File: config.mk
export PLATFORM = sky130hd
export DESIGN_NAME = priority_staging_queue_with_merge
export DESIGN_NICKNAME = d
export VERILOG_FILES = /design/src/rtl/core/psqm_pkg.sv /design/src/rtl/core/psqm_ram.sv /design/src/rtl/core/priority_staging_queue_with_merge.sv
export SDC_FILE = /design/constraint.sdc
export NUM_CORES = 2
export LEC_CHECK = 0
export BUFFER_PORTS_ARGS = -buffer_cell sky130_fd_sc_hd__buf_2
export CORE_MARGIN = 5
export CORE_UTILIZATION = 45
export CTS_BUF_LIST = sky130_fd_sc_hd__clkbuf_8
export CTS_CLUSTER_SIZE = 8
export DETAILED_ROUTE_END_ITERATION = 8
export SYNTH_ARGS = -nofsm -noshare
export SYNTH_HDL_FRONTEND = slang
export SYNTH_SLANG_ARGS = --single-unit
File: constraint.sdc
create_clock -name clk -period 20.5 [get_ports clk]
set_input_delay 1.025 -clock clk [delete_from_list [all_inputs] [get_ports clk]]
set_output_delay 1.025 -clock clk [all_outputs]
set_load 0.02 [all_outputs]
File: src/rtl/core/psqm_pkg.sv
// Types, codes and helpers shared by the priority staging queue.
// No dependencies.
package psqm_pkg;

	localparam int LEVELS = 3;
	localparam int LVL_W = 2;

	localparam logic [1:0] LVL_HIGH = 2'd0;
	localparam logic [1:0] LVL_NORMAL = 2'd1;
	localparam logic [1:0] LVL_LOW = 2'd2;

	localparam logic OP_POST = 1'b0;
	localparam logic OP_DISPATCH = 1'b1;

	localparam logic [2:0] K_ACCEPTED = 3'd0;
	localparam logic [2:0] K_OVERFLOW = 3'd1;
	localparam logic [2:0] K_DELIVERED = 3'd2;
	localparam logic [2:0] K_MERGED = 3'd3;
	localparam logic [2:0] K_EMPTY = 3'd4;
	localparam logic [2:0] K_DISABLED = 3'd5;

	localparam logic [2:0] R_ENABLED = 3'd0;
	localparam logic [2:0] R_MODE = 3'd1;
	localparam logic [2:0] R_CRIT_MASK = 3'd2;
	localparam logic [2:0] R_MERGE_MASK = 3'd3;
	localparam logic [2:0] R_HIGH_TH = 3'd4;
	localparam logic [2:0] R_NORMAL_TH = 3'd5;

	localparam logic [15:0] SAT16 = 16'hFFFF;

	typedef struct packed {
		logic        operation;
		logic [15:0] event_handle;
		logic [7:0]  target_id;
		logic [15:0] signal;
		logic [7:0]  flags;
		logic [7:0]  priority_req;
	} in_t;

	typedef struct packed {
		logic [2:0]  kind;
		logic [15:0] event_handle_res;
		logic [7:0]  target_id_res;
		logic [15:0] signal_res;
		logic [1:0]  level;
		logic        last;
		logic [15:0] lost_total;
		logic [15:0] merged_total;
	} out_t;

	typedef struct packed {
		logic        mergeable;
		logic [15:0] signal;
		logic [7:0]  target;
		logic [15:0] handle;
	} entry_t;

	localparam int ENTRY_W = $bits(entry_t);

	function automatic logic can_merge(input entry_t a, input entry_t b, input logic mode);
		logic same;
		same = (a.target == b.target) && (a.signal == b.signal);
		if (!mode)
			return same;
		return same && (a.signal != 16'd0) && a.mergeable && b.mergeable;
	endfunction

endpackage

File: src/rtl/core/psqm_ram.sv
// Generic single write, single read RAM with registered read data.
// No dependencies.
module psqm_ram #(
	parameter int WIDTH = 41,
	parameter int DEPTH = 48
) (
	input  logic                     clk,
	input  logic                     we,
	input  logic [$clog2(DEPTH)-1:0] waddr,
	input  logic [WIDTH-1:0]         wdata,
	input  logic [$clog2(DEPTH)-1:0] raddr,
	output logic [WIDTH-1:0]         rdata
);
	logic [WIDTH-1:0] mem [DEPTH];

	always_ff @(posedge clk) begin
		if (we)
			mem[waddr] <= wdata;
		rdata <= mem[raddr];
	end
endmodule

File: src/rtl/core/priority_staging_queue_with_merge.sv
// Three-level staging queue with merge detection on dispatch.
// Depends on psqm_pkg and psqm_ram.
//
// channel   direction  handshake        word
// cmd       in         start / busy     psqm_pkg::in_t
// res       out        done (strobe)    psqm_pkg::out_t
// config    in         wr_en            wr_idx, wr_data
//
// A post leaves busy low; its word appears on res the next cycle and a new
// command may start in that cycle. A dispatch visits each level in turn (empty
// levels ahead of the last staged one included); in a level it reads each
// staged entry, then reads and compares each later entry against it; a merge
// hit ends that entry's scan early. A dispatch that finds staged entries keeps
// busy high throughout. Reset clears indices and counters, not ring contents.
// The receiver cannot stall: every word is shown for exactly one cycle.
module priority_staging_queue_with_merge #(
	parameter int RING_DEPTH = 16
) (
	input  logic           clk,
	input  logic           arst_n,
	input  logic           start,
	output logic           busy,
	input  psqm_pkg::in_t  cmd,
	output logic           done,
	output psqm_pkg::out_t res,
	input  logic           wr_en,
	input  logic [2:0]     wr_idx,
	input  logic [7:0]     wr_data
);
	import psqm_pkg::*;

	localparam int IW = (RING_DEPTH > 1) ? $clog2(RING_DEPTH) : 1;
	localparam int MEM_DEPTH = LEVELS * RING_DEPTH;
	localparam int AW = $clog2(MEM_DEPTH);

	localparam logic [2:0] S_IDLE = 3'd0;
	localparam logic [2:0] S_LVL = 3'd1;
	localparam logic [2:0] S_RDI = 3'd2;
	localparam logic [2:0] S_GETI = 3'd3;
	localparam logic [2:0] S_RDJ = 3'd4;
	localparam logic [2:0] S_CMPJ = 3'd5;

	function automatic logic [IW-1:0] nxt(input logic [IW-1:0] x);
		return (x == IW'(RING_DEPTH - 1)) ? '0 : x + IW'(1);
	endfunction

	function automatic logic [AW-1:0] addr_of(input logic [1:0] l, input logic [IW-1:0] x);
		return AW'(l) * AW'(RING_DEPTH) + AW'(x);
	endfunction

	logic        enabled_q, mode_q;
	logic [7:0]  crit_q, mmask_q, hth_q, nth_q;
	logic [2:0]  state_q;
	logic [1:0]  lvl_q;
	logic [IW-1:0] head_q [LEVELS];
	logic [IW-1:0] tail_q [LEVELS];
	logic [IW-1:0] i_q, j_q;
	logic [15:0] ovf_q [LEVELS];
	logic [15:0] merge_q;
	entry_t      e_q;

	logic        done_q;
	logic [2:0]  kind_q;
	logic [15:0] hnd_q, sig_q;
	logic [7:0]  tgt_q;
	logic [1:0]  rlvl_q;
	logic        last_q;

	logic        post_acc, disp_acc, any_staged;
	logic [1:0]  lvl_c;
	logic        full_c, we;
	logic [AW-1:0] waddr, raddr;
	entry_t      wentry, ent_rd;
	logic [ENTRY_W-1:0] rdata;
	logic        merge_hit, emit, emit_m, later_busy, lvl_done;
	entry_t      emit_ent;
	logic [IW-1:0] i_adv, jn_geti, jn_cmp;
	logic [17:0] lost_sum;

	assign busy = (state_q != S_IDLE);
	assign post_acc = start && !busy && (cmd.operation == OP_POST);
	assign disp_acc = start && !busy && (cmd.operation == OP_DISPATCH);

	always_comb begin
		if (!mode_q || cmd.signal == 16'd0)
			lvl_c = LVL_NORMAL;
		else if ((cmd.flags & crit_q) != 8'd0)
			lvl_c = LVL_HIGH;
		else if (cmd.priority_req > hth_q)
			lvl_c = LVL_HIGH;
		else if (cmd.priority_req > nth_q)
			lvl_c = LVL_NORMAL;
		else
			lvl_c = LVL_LOW;
	end

	always_comb begin
		full_c = (lvl_c != 2'd3) && (nxt(tail_q[lvl_c]) == head_q[lvl_c]);
		we = post_acc && enabled_q && !full_c;
		waddr = addr_of(lvl_c, tail_q[lvl_c]);
		wentry.mergeable = (cmd.flags & mmask_q) != 8'd0;
		wentry.signal = cmd.signal;
		wentry.target = cmd.target_id;
		wentry.handle = cmd.event_handle;
		raddr = addr_of(lvl_q, (state_q == S_RDJ) ? j_q : i_q);
	end

	psqm_ram #(.WIDTH(ENTRY_W), .DEPTH(MEM_DEPTH)) u_store (
		.clk(clk), .we(we), .waddr(waddr), .wdata(wentry),
		.raddr(raddr), .rdata(rdata)
	);

	always_comb begin
		ent_rd = entry_t'(rdata);
		jn_geti = nxt(i_q);
		jn_cmp = nxt(j_q);
		i_adv = nxt(i_q);
		merge_hit = can_merge(e_q, ent_rd, mode_q);
		emit = ((state_q == S_GETI) && (jn_geti == tail_q[lvl_q])) ||
		       ((state_q == S_CMPJ) && (merge_hit || jn_cmp == tail_q[lvl_q]));
		emit_m = (state_q == S_CMPJ) && merge_hit;
		emit_ent = (state_q == S_GETI) ? ent_rd : e_q;
		lvl_done = (i_adv == tail_q[lvl_q]);
		later_busy = 1'b0;
		any_staged = 1'b0;
		for (int k = 0; k < LEVELS; k++) begin
			if (head_q[k] != tail_q[k]) begin
				any_staged = 1'b1;
				if (LVL_W'(k) > lvl_q)
					later_busy = 1'b1;
			end
		end
		lost_sum = 18'(ovf_q[0]) + 18'(ovf_q[1]) + 18'(ovf_q[2]);
	end

	always_ff @(posedge clk or negedge arst_n) begin
		if (!arst_n) begin
			enabled_q <= 1'b1;
			mode_q <= 1'b0;
			crit_q <= 8'd1;
			mmask_q <= 8'd2;
			hth_q <= 8'd128;
			nth_q <= 8'd64;
		end else if (wr_en) begin
			case (wr_idx)
				R_ENABLED: enabled_q <= wr_data[0];
				R_MODE: mode_q <= wr_data[0];
				R_CRIT_MASK: crit_q <= wr_data;
				R_MERGE_MASK: mmask_q <= wr_data;
				R_HIGH_TH: hth_q <= wr_data;
				R_NORMAL_TH: nth_q <= wr_data;
				default: ;
			endcase
		end
	end

	always_ff @(posedge clk or negedge arst_n) begin
		if (!arst_n) begin
			state_q <= S_IDLE;
			lvl_q <= '0;
			i_q <= '0;
			j_q <= '0;
			merge_q <= '0;
			done_q <= 1'b0;
			for (int k = 0; k < LEVELS; k++) begin
				head_q[k] <= '0;
				tail_q[k] <= '0;
				ovf_q[k] <= '0;
			end
		end else begin
			done_q <= 1'b0;
			case (state_q)
				S_IDLE: begin
					if (post_acc) begin
						done_q <= 1'b1;
						if (!enabled_q) begin
							;
						end else if (full_c) begin
							if (ovf_q[lvl_c] != SAT16)
								ovf_q[lvl_c] <= ovf_q[lvl_c] + 16'd1;
						end else begin
							tail_q[lvl_c] <= nxt(tail_q[lvl_c]);
						end
					end else if (disp_acc) begin
						if (!any_staged)
							done_q <= 1'b1;
						else begin
							lvl_q <= LVL_HIGH;
							state_q <= S_LVL;
						end
					end
				end
				S_LVL: begin
					if (lvl_q == 2'd3)
						state_q <= S_IDLE;
					else if (head_q[lvl_q] == tail_q[lvl_q])
						lvl_q <= lvl_q + 2'd1;
					else begin
						i_q <= head_q[lvl_q];
						state_q <= S_RDI;
					end
				end
				S_RDI: state_q <= S_GETI;
				S_GETI: begin
					e_q <= ent_rd;
					j_q <= jn_geti;
					if (!emit)
						state_q <= S_RDJ;
				end
				S_RDJ: state_q <= S_CMPJ;
				S_CMPJ: begin
					if (!emit) begin
						j_q <= jn_cmp;
						state_q <= S_RDJ;
					end
				end
				default: state_q <= S_IDLE;
			endcase

			// advance to the next entry, or close the level
			if (emit) begin
				done_q <= 1'b1;
				if (emit_m && merge_q != SAT16)
					merge_q <= merge_q + 16'd1;
				i_q <= i_adv;
				if (lvl_done) begin
					head_q[lvl_q] <= tail_q[lvl_q];
					lvl_q <= lvl_q + 2'd1;
					state_q <= later_busy ? S_LVL : S_IDLE;
				end else begin
					state_q <= S_RDI;
				end
			end
		end
	end

	// result word payload
	always_ff @(posedge clk) begin
		if (post_acc) begin
			hnd_q <= cmd.event_handle;
			tgt_q <= cmd.target_id;
			sig_q <= cmd.signal;
			last_q <= 1'b1;
			if (!enabled_q) begin
				kind_q <= K_DISABLED;
				rlvl_q <= LVL_HIGH;
			end else begin
				kind_q <= full_c ? K_OVERFLOW : K_ACCEPTED;
				rlvl_q <= lvl_c;
			end
		end else if (disp_acc) begin
			kind_q <= K_EMPTY;
			hnd_q <= '0;
			tgt_q <= '0;
			sig_q <= '0;
			rlvl_q <= LVL_HIGH;
			last_q <= 1'b1;
		end else if (emit) begin
			kind_q <= emit_m ? K_MERGED : K_DELIVERED;
			hnd_q <= emit_ent.handle;
			tgt_q <= emit_ent.target;
			sig_q <= emit_ent.signal;
			rlvl_q <= lvl_q;
			last_q <= lvl_done && !later_busy;
		end
	end

	assign done = done_q;
	always_comb begin
		res.kind = kind_q;
		res.event_handle_res = hnd_q;
		res.target_id_res = tgt_q;
		res.signal_res = sig_q;
		res.level = rlvl_q;
		res.last = last_q;
		res.lost_total = (lost_sum > 18'(SAT16)) ? SAT16 : lost_sum[15:0];
		res.merged_total = merge_q;
	end

	a_post_one_word: assert property (@(posedge clk) disable iff (!arst_n)
		post_acc |=> done && res.last && !busy)
		else $error("post did not give a single final word");

	a_drained: assert property (@(posedge clk) disable iff (!arst_n)
		$fell(busy) |-> (head_q[0] == tail_q[0]) && (head_q[1] == tail_q[1]) &&
			(head_q[2] == tail_q[2]))
		else $error("dispatch ended with staged entries");

	a_level_code: assert property (@(posedge clk) disable iff (!arst_n)
		done |-> res.level != 2'd3)
		else $error("invalid level on result");

	a_last_ends: assert property (@(posedge clk) disable iff (!arst_n)
		done && res.last && (res.kind == K_DELIVERED || res.kind == K_MERGED) |-> !busy)
		else $error("final dispatch word while still busy");
endmodule

---- Word-level counts from Yosys, hierarchy flattened ----
Memories as Yosys holds them, arrays and structs flattened. A register that Yosys moved wholly into a read port is not among the register bits.
Index checks and enable logic that the tools add are counted.
word-level totals
  bits in registers ....................... 223
  memories ................................ 1
  output and inout port bits .............. 80
  logic and storage cells ................. 234
  memory bits (writable) .................. 1968
cells by class
  add/sub/neg operators ................... 10
  bitwise gates (word level) .............. 6
  muxes and demuxes ....................... 93
  order comparisons ....................... 10
  equality and inequality tests ........... 33
  reductions and logical operators ........ 50
memories
  name         depth  width  rd ports  clocked after Yosys merged registers in  wr ports  line            text
  u_store.mem  48     41     1         1                                        1         psqm_ram.sv:14  logic [WIDTH-1:0] mem [DEPTH];
operators with widths
  operator                                                                           number
  16-bit 2-to-1 mux                                                                  10
  4-bit 2-to-1 mux                                                                   19
  48-bit bitwise mux                                                                 1
  40-bit 2-to-1 mux                                                                  1
  16-bit by 1-bit adder with 16-bit output, second input constant                    2
  16-bit binary-select mux with 2-bit select                                         1
  4-bit binary-select mux with 2-bit select                                          4
  16-bit demux with 2-bit select                                                     1
  2-bit 2-to-1 mux                                                                   16
  16-bit != test, second input constant                                              2
  3-bit 2-to-1 mux                                                                   10
  12-bit bitwise mux                                                                 2
  8-bit 2-to-1 mux                                                                   3
  1-bit 2-to-1 mux                                                                   20
  2-bit AND reduction                                                                10
  17-bit by 16-bit adder with 18-bit output                                          1
  18-bit by 16-bit greater-than comparator with 1-bit output, second input constant  1
  16-bit by 16-bit adder with 17-bit output                                          1
  1-bit logical AND                                                                  17
  8-bit bitwise AND                                                                  2
  4-bit demux with 2-bit select                                                      2
  16-bit equality test                                                               1
  4-bit equality test                                                                4
  8-bit greater-than comparator                                                      2
  other kinds (34)                                                                   69

---- Longest topological paths before layout ----
  word-level depth ........................ 17
  depth in mapped cells ................... 18
  gate-level depth less buffers ........... 16

---- Modules after synthesis ----
From an unflattened synthesis, not the netlist that was laid out.
unflattened totals
  cell total of the unflattened synthesis .. 4890
  area, all modules ....................... 89886.2 µm²
modules (own cells, without submodules)
  module                             seq. area each (µm²)  area an instance (µm²)  times used  cells an instance
  psqm_ram                           59917.5               76898.8                 1           3706
  priority_staging_queue_with_merge  6012.0                12987.5                 1           1184

---- Worst setup path before layout ----
Ideal clock, no wire load.
  kind .................................... input to register
  from .................................... input port cmd[4] in the netlist's numbering
  to ...................................... memory u_store.mem[7][0], enable pin
  path buffers ............................ 1
  setup time .............................. 0.541 ns
  setup slack ............................. 12.209 ns
  arrival ................................. 7.749 ns
  stages on the path ...................... 14
  cells stage by stage .................... ha_1 nand3_2 nor3_1 o2111ai_4 nor2_4 nand3_2 o221ai_2 inv_2 ha_1 a31oi_1 xor2_1 a2111oi_4 clkbuf_1 nor4_1
between the ends
  longest elaborated chain between the ends .. 17
ends and longest elaborated chain
  item                                                                                  line                                                                               text
  start, declared                                                                       priority_staging_queue_with_merge.sv:23                                            input psqm_pkg::in_t cmd,
  8-bit greater-than comparator                                                         priority_staging_queue_with_merge.sv:91                                            else if (cmd.priority_req > nth_q)
  2-bit 2-to-1 mux                                                                      priority_staging_queue_with_merge.sv:91
  2-bit 2-to-1 mux *                                                                    priority_staging_queue_with_merge.sv:89                                            else if (cmd.priority_req > hth_q)
  2-bit 2-to-1 mux *                                                                    priority_staging_queue_with_merge.sv:87                                            else if ((cmd.flags & crit_q) != 8'd0)
  2-bit 2-to-1 mux *                                                                    priority_staging_queue_with_merge.sv:85                                            if (!mode_q || cmd.signal == 16'd0)
  2-bit inverter with 3-bit output (not written as such)                                priority_staging_queue_with_merge.sv:98, priority_staging_queue_with_merge.sv:100
  4-bit binary-select mux with 2-bit select                                             priority_staging_queue_with_merge.sv:98, priority_staging_queue_with_merge.sv:100
  4-bit 2-to-1 mux (not written as such) (2 in a row)                                   priority_staging_queue_with_merge.sv:98, priority_staging_queue_with_merge.sv:100
  4-bit by 1-bit adder with 4-bit output / 4-bit equality test (equally long branches)  priority_staging_queue_with_merge.sv:44                                            return (x == IW'(RING_DEPTH - 1)) ? '0 : x + IW'(1);
  4-bit 2-to-1 mux                                                                      priority_staging_queue_with_merge.sv:44
  4-bit equality test                                                                   priority_staging_queue_with_merge.sv:98                                            full_c = (lvl_c != 2'd3) && (nxt(tail_q[lvl_c]) == head_q[lvl_c]);
  1-bit logical AND                                                                     priority_staging_queue_with_merge.sv:98
  1-bit zero test                                                                       priority_staging_queue_with_merge.sv:99                                            we = post_acc && enabled_q && !full_c;
  1-bit logical AND                                                                     priority_staging_queue_with_merge.sv:99
  1-bit 2-to-1 mux                                                                      psqm_ram.sv:17                                                                     if (we)
  1-bit 2-to-1 mux (not written as such)                                                psqm_ram.sv:18                                                                     mem[waddr] <= wdata;
  end, declared                                                                         psqm_ram.sv:14
Mark *: on every way between the ends. The rest lies on a longest branch, timed or not. The select of a mux whose other input is x is not followed.

---- Final worst setup path ----
  from .................................... register state_q[1]
  to ...................................... register u_store.rdata[3] (read register of u_store.mem)
between the ends
  longest elaborated chain between the ends .. 3
ends and longest elaborated chain
  item                                    line                                      text
  start, declared                         priority_staging_queue_with_merge.sv:53   logic [2:0] state_q;
  start signal, assigned                  priority_staging_queue_with_merge.sv:229  state_q <= later_busy ? S_LVL : S_IDLE;
  3-bit equality test                     priority_staging_queue_with_merge.sv:105  raddr = addr_of(lvl_q, (state_q == S_RDJ) ? j_q : i_q);
  4-bit 2-to-1 mux                        priority_staging_queue_with_merge.sv:105
  6-bit by 4-bit adder with 6-bit output  priority_staging_queue_with_merge.sv:48   return AW'(l) * AW'(RING_DEPTH) + AW'(x);
  end, declared                           psqm_ram.sv:12                            output logic [WIDTH-1:0] rdata
No other way between the ends.
A chain may end at the register's enable or synchronous reset.

==> impl_results.md <==
- Placed cell count: 7494
- Cells after synthesis: 4832
- Post-CTS Setup Inserts: 0
- Synth unique cells: 82
- Drt wl/cell: 29.7 um
- Final wirelength: 241000 um
- Final hold violations: 0
- Final setup margin: 13.11 ns
- Syn Area/Cell: 18.4 um2
- P_leak: 34.5 nW
- CTS tree: done
- Final Cycle Share: 36.1%
- Gr usage total: 23.3%
- H-tree lvl count: 5
- R2R setup slack: 13.11 ns
- # setup viols final: 0
- Clk sinks: 2232
- Crit. End Element: register
- Global-route wire length before repair: 347000 um
- Tot Pwr: 0.0118 W
- Cell with the most instances after synthesis: edfxtp_1
- Number of remaining DRC errors: 0
- Synth Register Bits: 2232
- Top_reg_cell synth: edfxtp_1
- Top-level port count: 152
- Die Ht: 455 um
- Antenna violations before repair: 10
- Fin. max-slew vios: 0
- Setup TNS Final: 0 ns
- Synth area leader: edfxtp_1
- Post-CTS Hold Fix Bufs: 0
- Worst ir drop on vdd: 0.0746 mV
- Cell Count, Final, Fillers Out: 8133
- Share of layout cells above drive strength 1: 25.4%
- DRT Pass-1 Iters: 5
- Share of the yosys chip area belonging to registers: 74.1%
- FF-to-FF End: u_store.rdata[3]
- Root Buffer: clkbuf_8
- Max_slew headroom: 19.2%
- DR iter-0 viols: 5060
- Post-synth net total: 4962
- Clock Skews: 0.0860 ns
- Worst-path clk slew: 0.06 ns
- Via count of the first global-routing pass: 48610
- Slew at the pin with the worst max-slew slack: 1.21 ns
- Top cells by area, synth: edfxtp_1, mux4_2, dfrtp_1, nand2_1, mux2_2
- Die Width: 455 um
- CP required: 21.33 ns
- Warnings, synthesis: 0
- CP arrival: 8.22 ns
- CORE AREA: 197000 um2
- Critical Path Start: state_q[1]
- Max Cap Viol: 0
- Crit-path max FO: 83
- Worst-Skew Late Latency: 1.05 ns
- Mapped cell area: 89000 um2
- RSZ-0062 raised after global routing: false
- Worst r2r path cells: 14
- Outcome: finished, final reports clean
- Hold Path Class: in2async
- CP Launch Type: register
- Async SR Flop Fraction: 6.09%
- Largest net degree at the start of global routing: 111
- Dpl ws: 12.86 ns
- Row cnt: 163
- Crit path capture: u_store.rdata[3]
- PortBufs: 151
- Final Critical Period: 7.39 ns
- GRT overflow: 0
- Number of routed nets with antenna violations: 0
- Via Count: 47952
- Area delta synth->final: 12.4%
- Vias per inst: 5.90
- Final net count: 5358
- R2R Path Start: state_q[1]
- Yosys top cell area share: 69.3%
- PostCTS Resize Cnt: 0
- Critical path class: reg2reg
- Commonest cells post-synth: edfxtp_1, nand2_1, mux4_2
- Power Density: 117 nW/um2
- GP Congestion: 0.828
- DIE AREA: 207000 um2
- Initial Util: 45.2%
- Max Root-Sink Buffers: 4
- Post-synth EDFFs: 2054
- Worst hold margin: 0.135 ns
- CTS buffer count: 372
- Placed wire-length estimate: 127000 um
- FMAX: 0.135 GHz
-- cell families after synthesis --
| family | count (synthesis) | share of synthesized area [%] |
|---|---|---|
| xor gates and xnor gates | 88 | 0.866 |
| muxes | 628 | 14.2 |
| buffers and inverters | 298 | 1.29 |
| DFF | 2232 | 74.1 |
| adders and majority gates | 58 | 0.959 |
| AOI/OAI and AO/OA | 319 | 2.59 |
| and+or+nand+nor | 1209 | 6.03 |
-- layout make-up --
cell class | instances | area (um2)
fill | 16110 | 97000
sequential | 2232 | 65900
multi-input combinational | 2302 | 22300
clock buffer | 404 | 5560
tap | 2640 | 3300
timing repair buffer | 273 | 1770
clock inverter | 233 | 967
inverter | 47 | 176
antenna | 2 | 5.00
-- layout by cell type (no fill, tap or decap), types with 7 or more instances in the layout --
cell type  count
clkinv_1      53
a311oi_1      82
a221oi_1       8
or2_2          7
nand4_1       15
nand2b_1      13
nor4_1        12
mux4_2       492
nor2_1        70
o21ai_0       45
nor3_2        11
buf_12         7
inv_1        198
o22ai_1       14
dfrtp_1      129
nand3_1      181
nand2_1      716
nor2_4        38
clkbuf_8     405
xor2_1        42
mux2i_1       19
a21oi_1       86
buf_4        115
mux2_2       103
ha_1          41
a22oi_1        9
xnor2_1       46
edfxtp_1    2054
a21o_1         9
nor3_1        17
and3_1        54
buf_2        150
clkinv_2      15
fa_1          17
nand3b_1      42
nor2b_1        9
dfxtp_1       42
-- metrics by stage --
step	util (%)	instance area, um2
2_1_floorplan	-	89000
3_3_place_gp	47.5	93500
3_5_place_dp	47.5	93500
4_1_cts	50.8	100000
5_1_grt	50.8	100000
6_report	50.8	100000
-- worst max-delay path: stages, from the launching register on --
cell and delay (ns):
dfrtp_1 0.46, nand2b_1 0.23, nor2_1 0.92, mux2i_4 0.68
buf_12 0.50, buf_12 0.57, buf_4 0.74, buf_4 0.58
buf_4 0.72, mux4_2 0.59, nand2_1 0.08, and3_1 0.17
a311oi_1 0.07, a311oi_1 0.35, a21oi_1 0.08
-- state kept, by name, summed over array words and instances (netlist names), 2 cells and up --
signal         count
tail_q            12
kind_q             3
j_q                4
hth_q              8
e_q               41
mmask_q            8
crit_q             8
ovf_q             48
lvl_q              2
merge_q           16
u_store.rdata     41
state_q            3
u_store.mem     1968
i_q                4
hnd_q             16
rlvl_q             2
sig_q             16
nth_q              8
head_q            12
tgt_q              8
-- report_power, final --
| group | total [W] | internal, W | switching, W |
|---|---|---|---|
| logic | 0.00293 | 0.00112 | 0.00180 |
| registers | 0.00530 | 0.00517 | 0.000136 |
| clock network | 0.00352 | 0.00181 | 0.00171 |
-- worst min-delay path by stage --
stage / depth (start not counted) / slack [ns] / to
after floorplan: 0 / 0.41 / e_q[40]
after global placement: 0 / 0.43 / e_q[40]
after detailed placement: 0 / 0.43 / e_q[40]
after CTS: 1 / 0.05 / hth_q[1]
after global routing: 1 / 0.08 / hth_q[3]
final: 1 / 0.14 / hth_q[1]
-- layer usage --
layer	GRT usage (%)	up-vias	routed length, um
li1	-	20054	-
met1	32.4	25401	99000
met2	37.7	2115	117000
met3	4.33	378	18600
met4	7.02	4	6750
met5	0	-	27
Power figures use the tool's default switching activity.
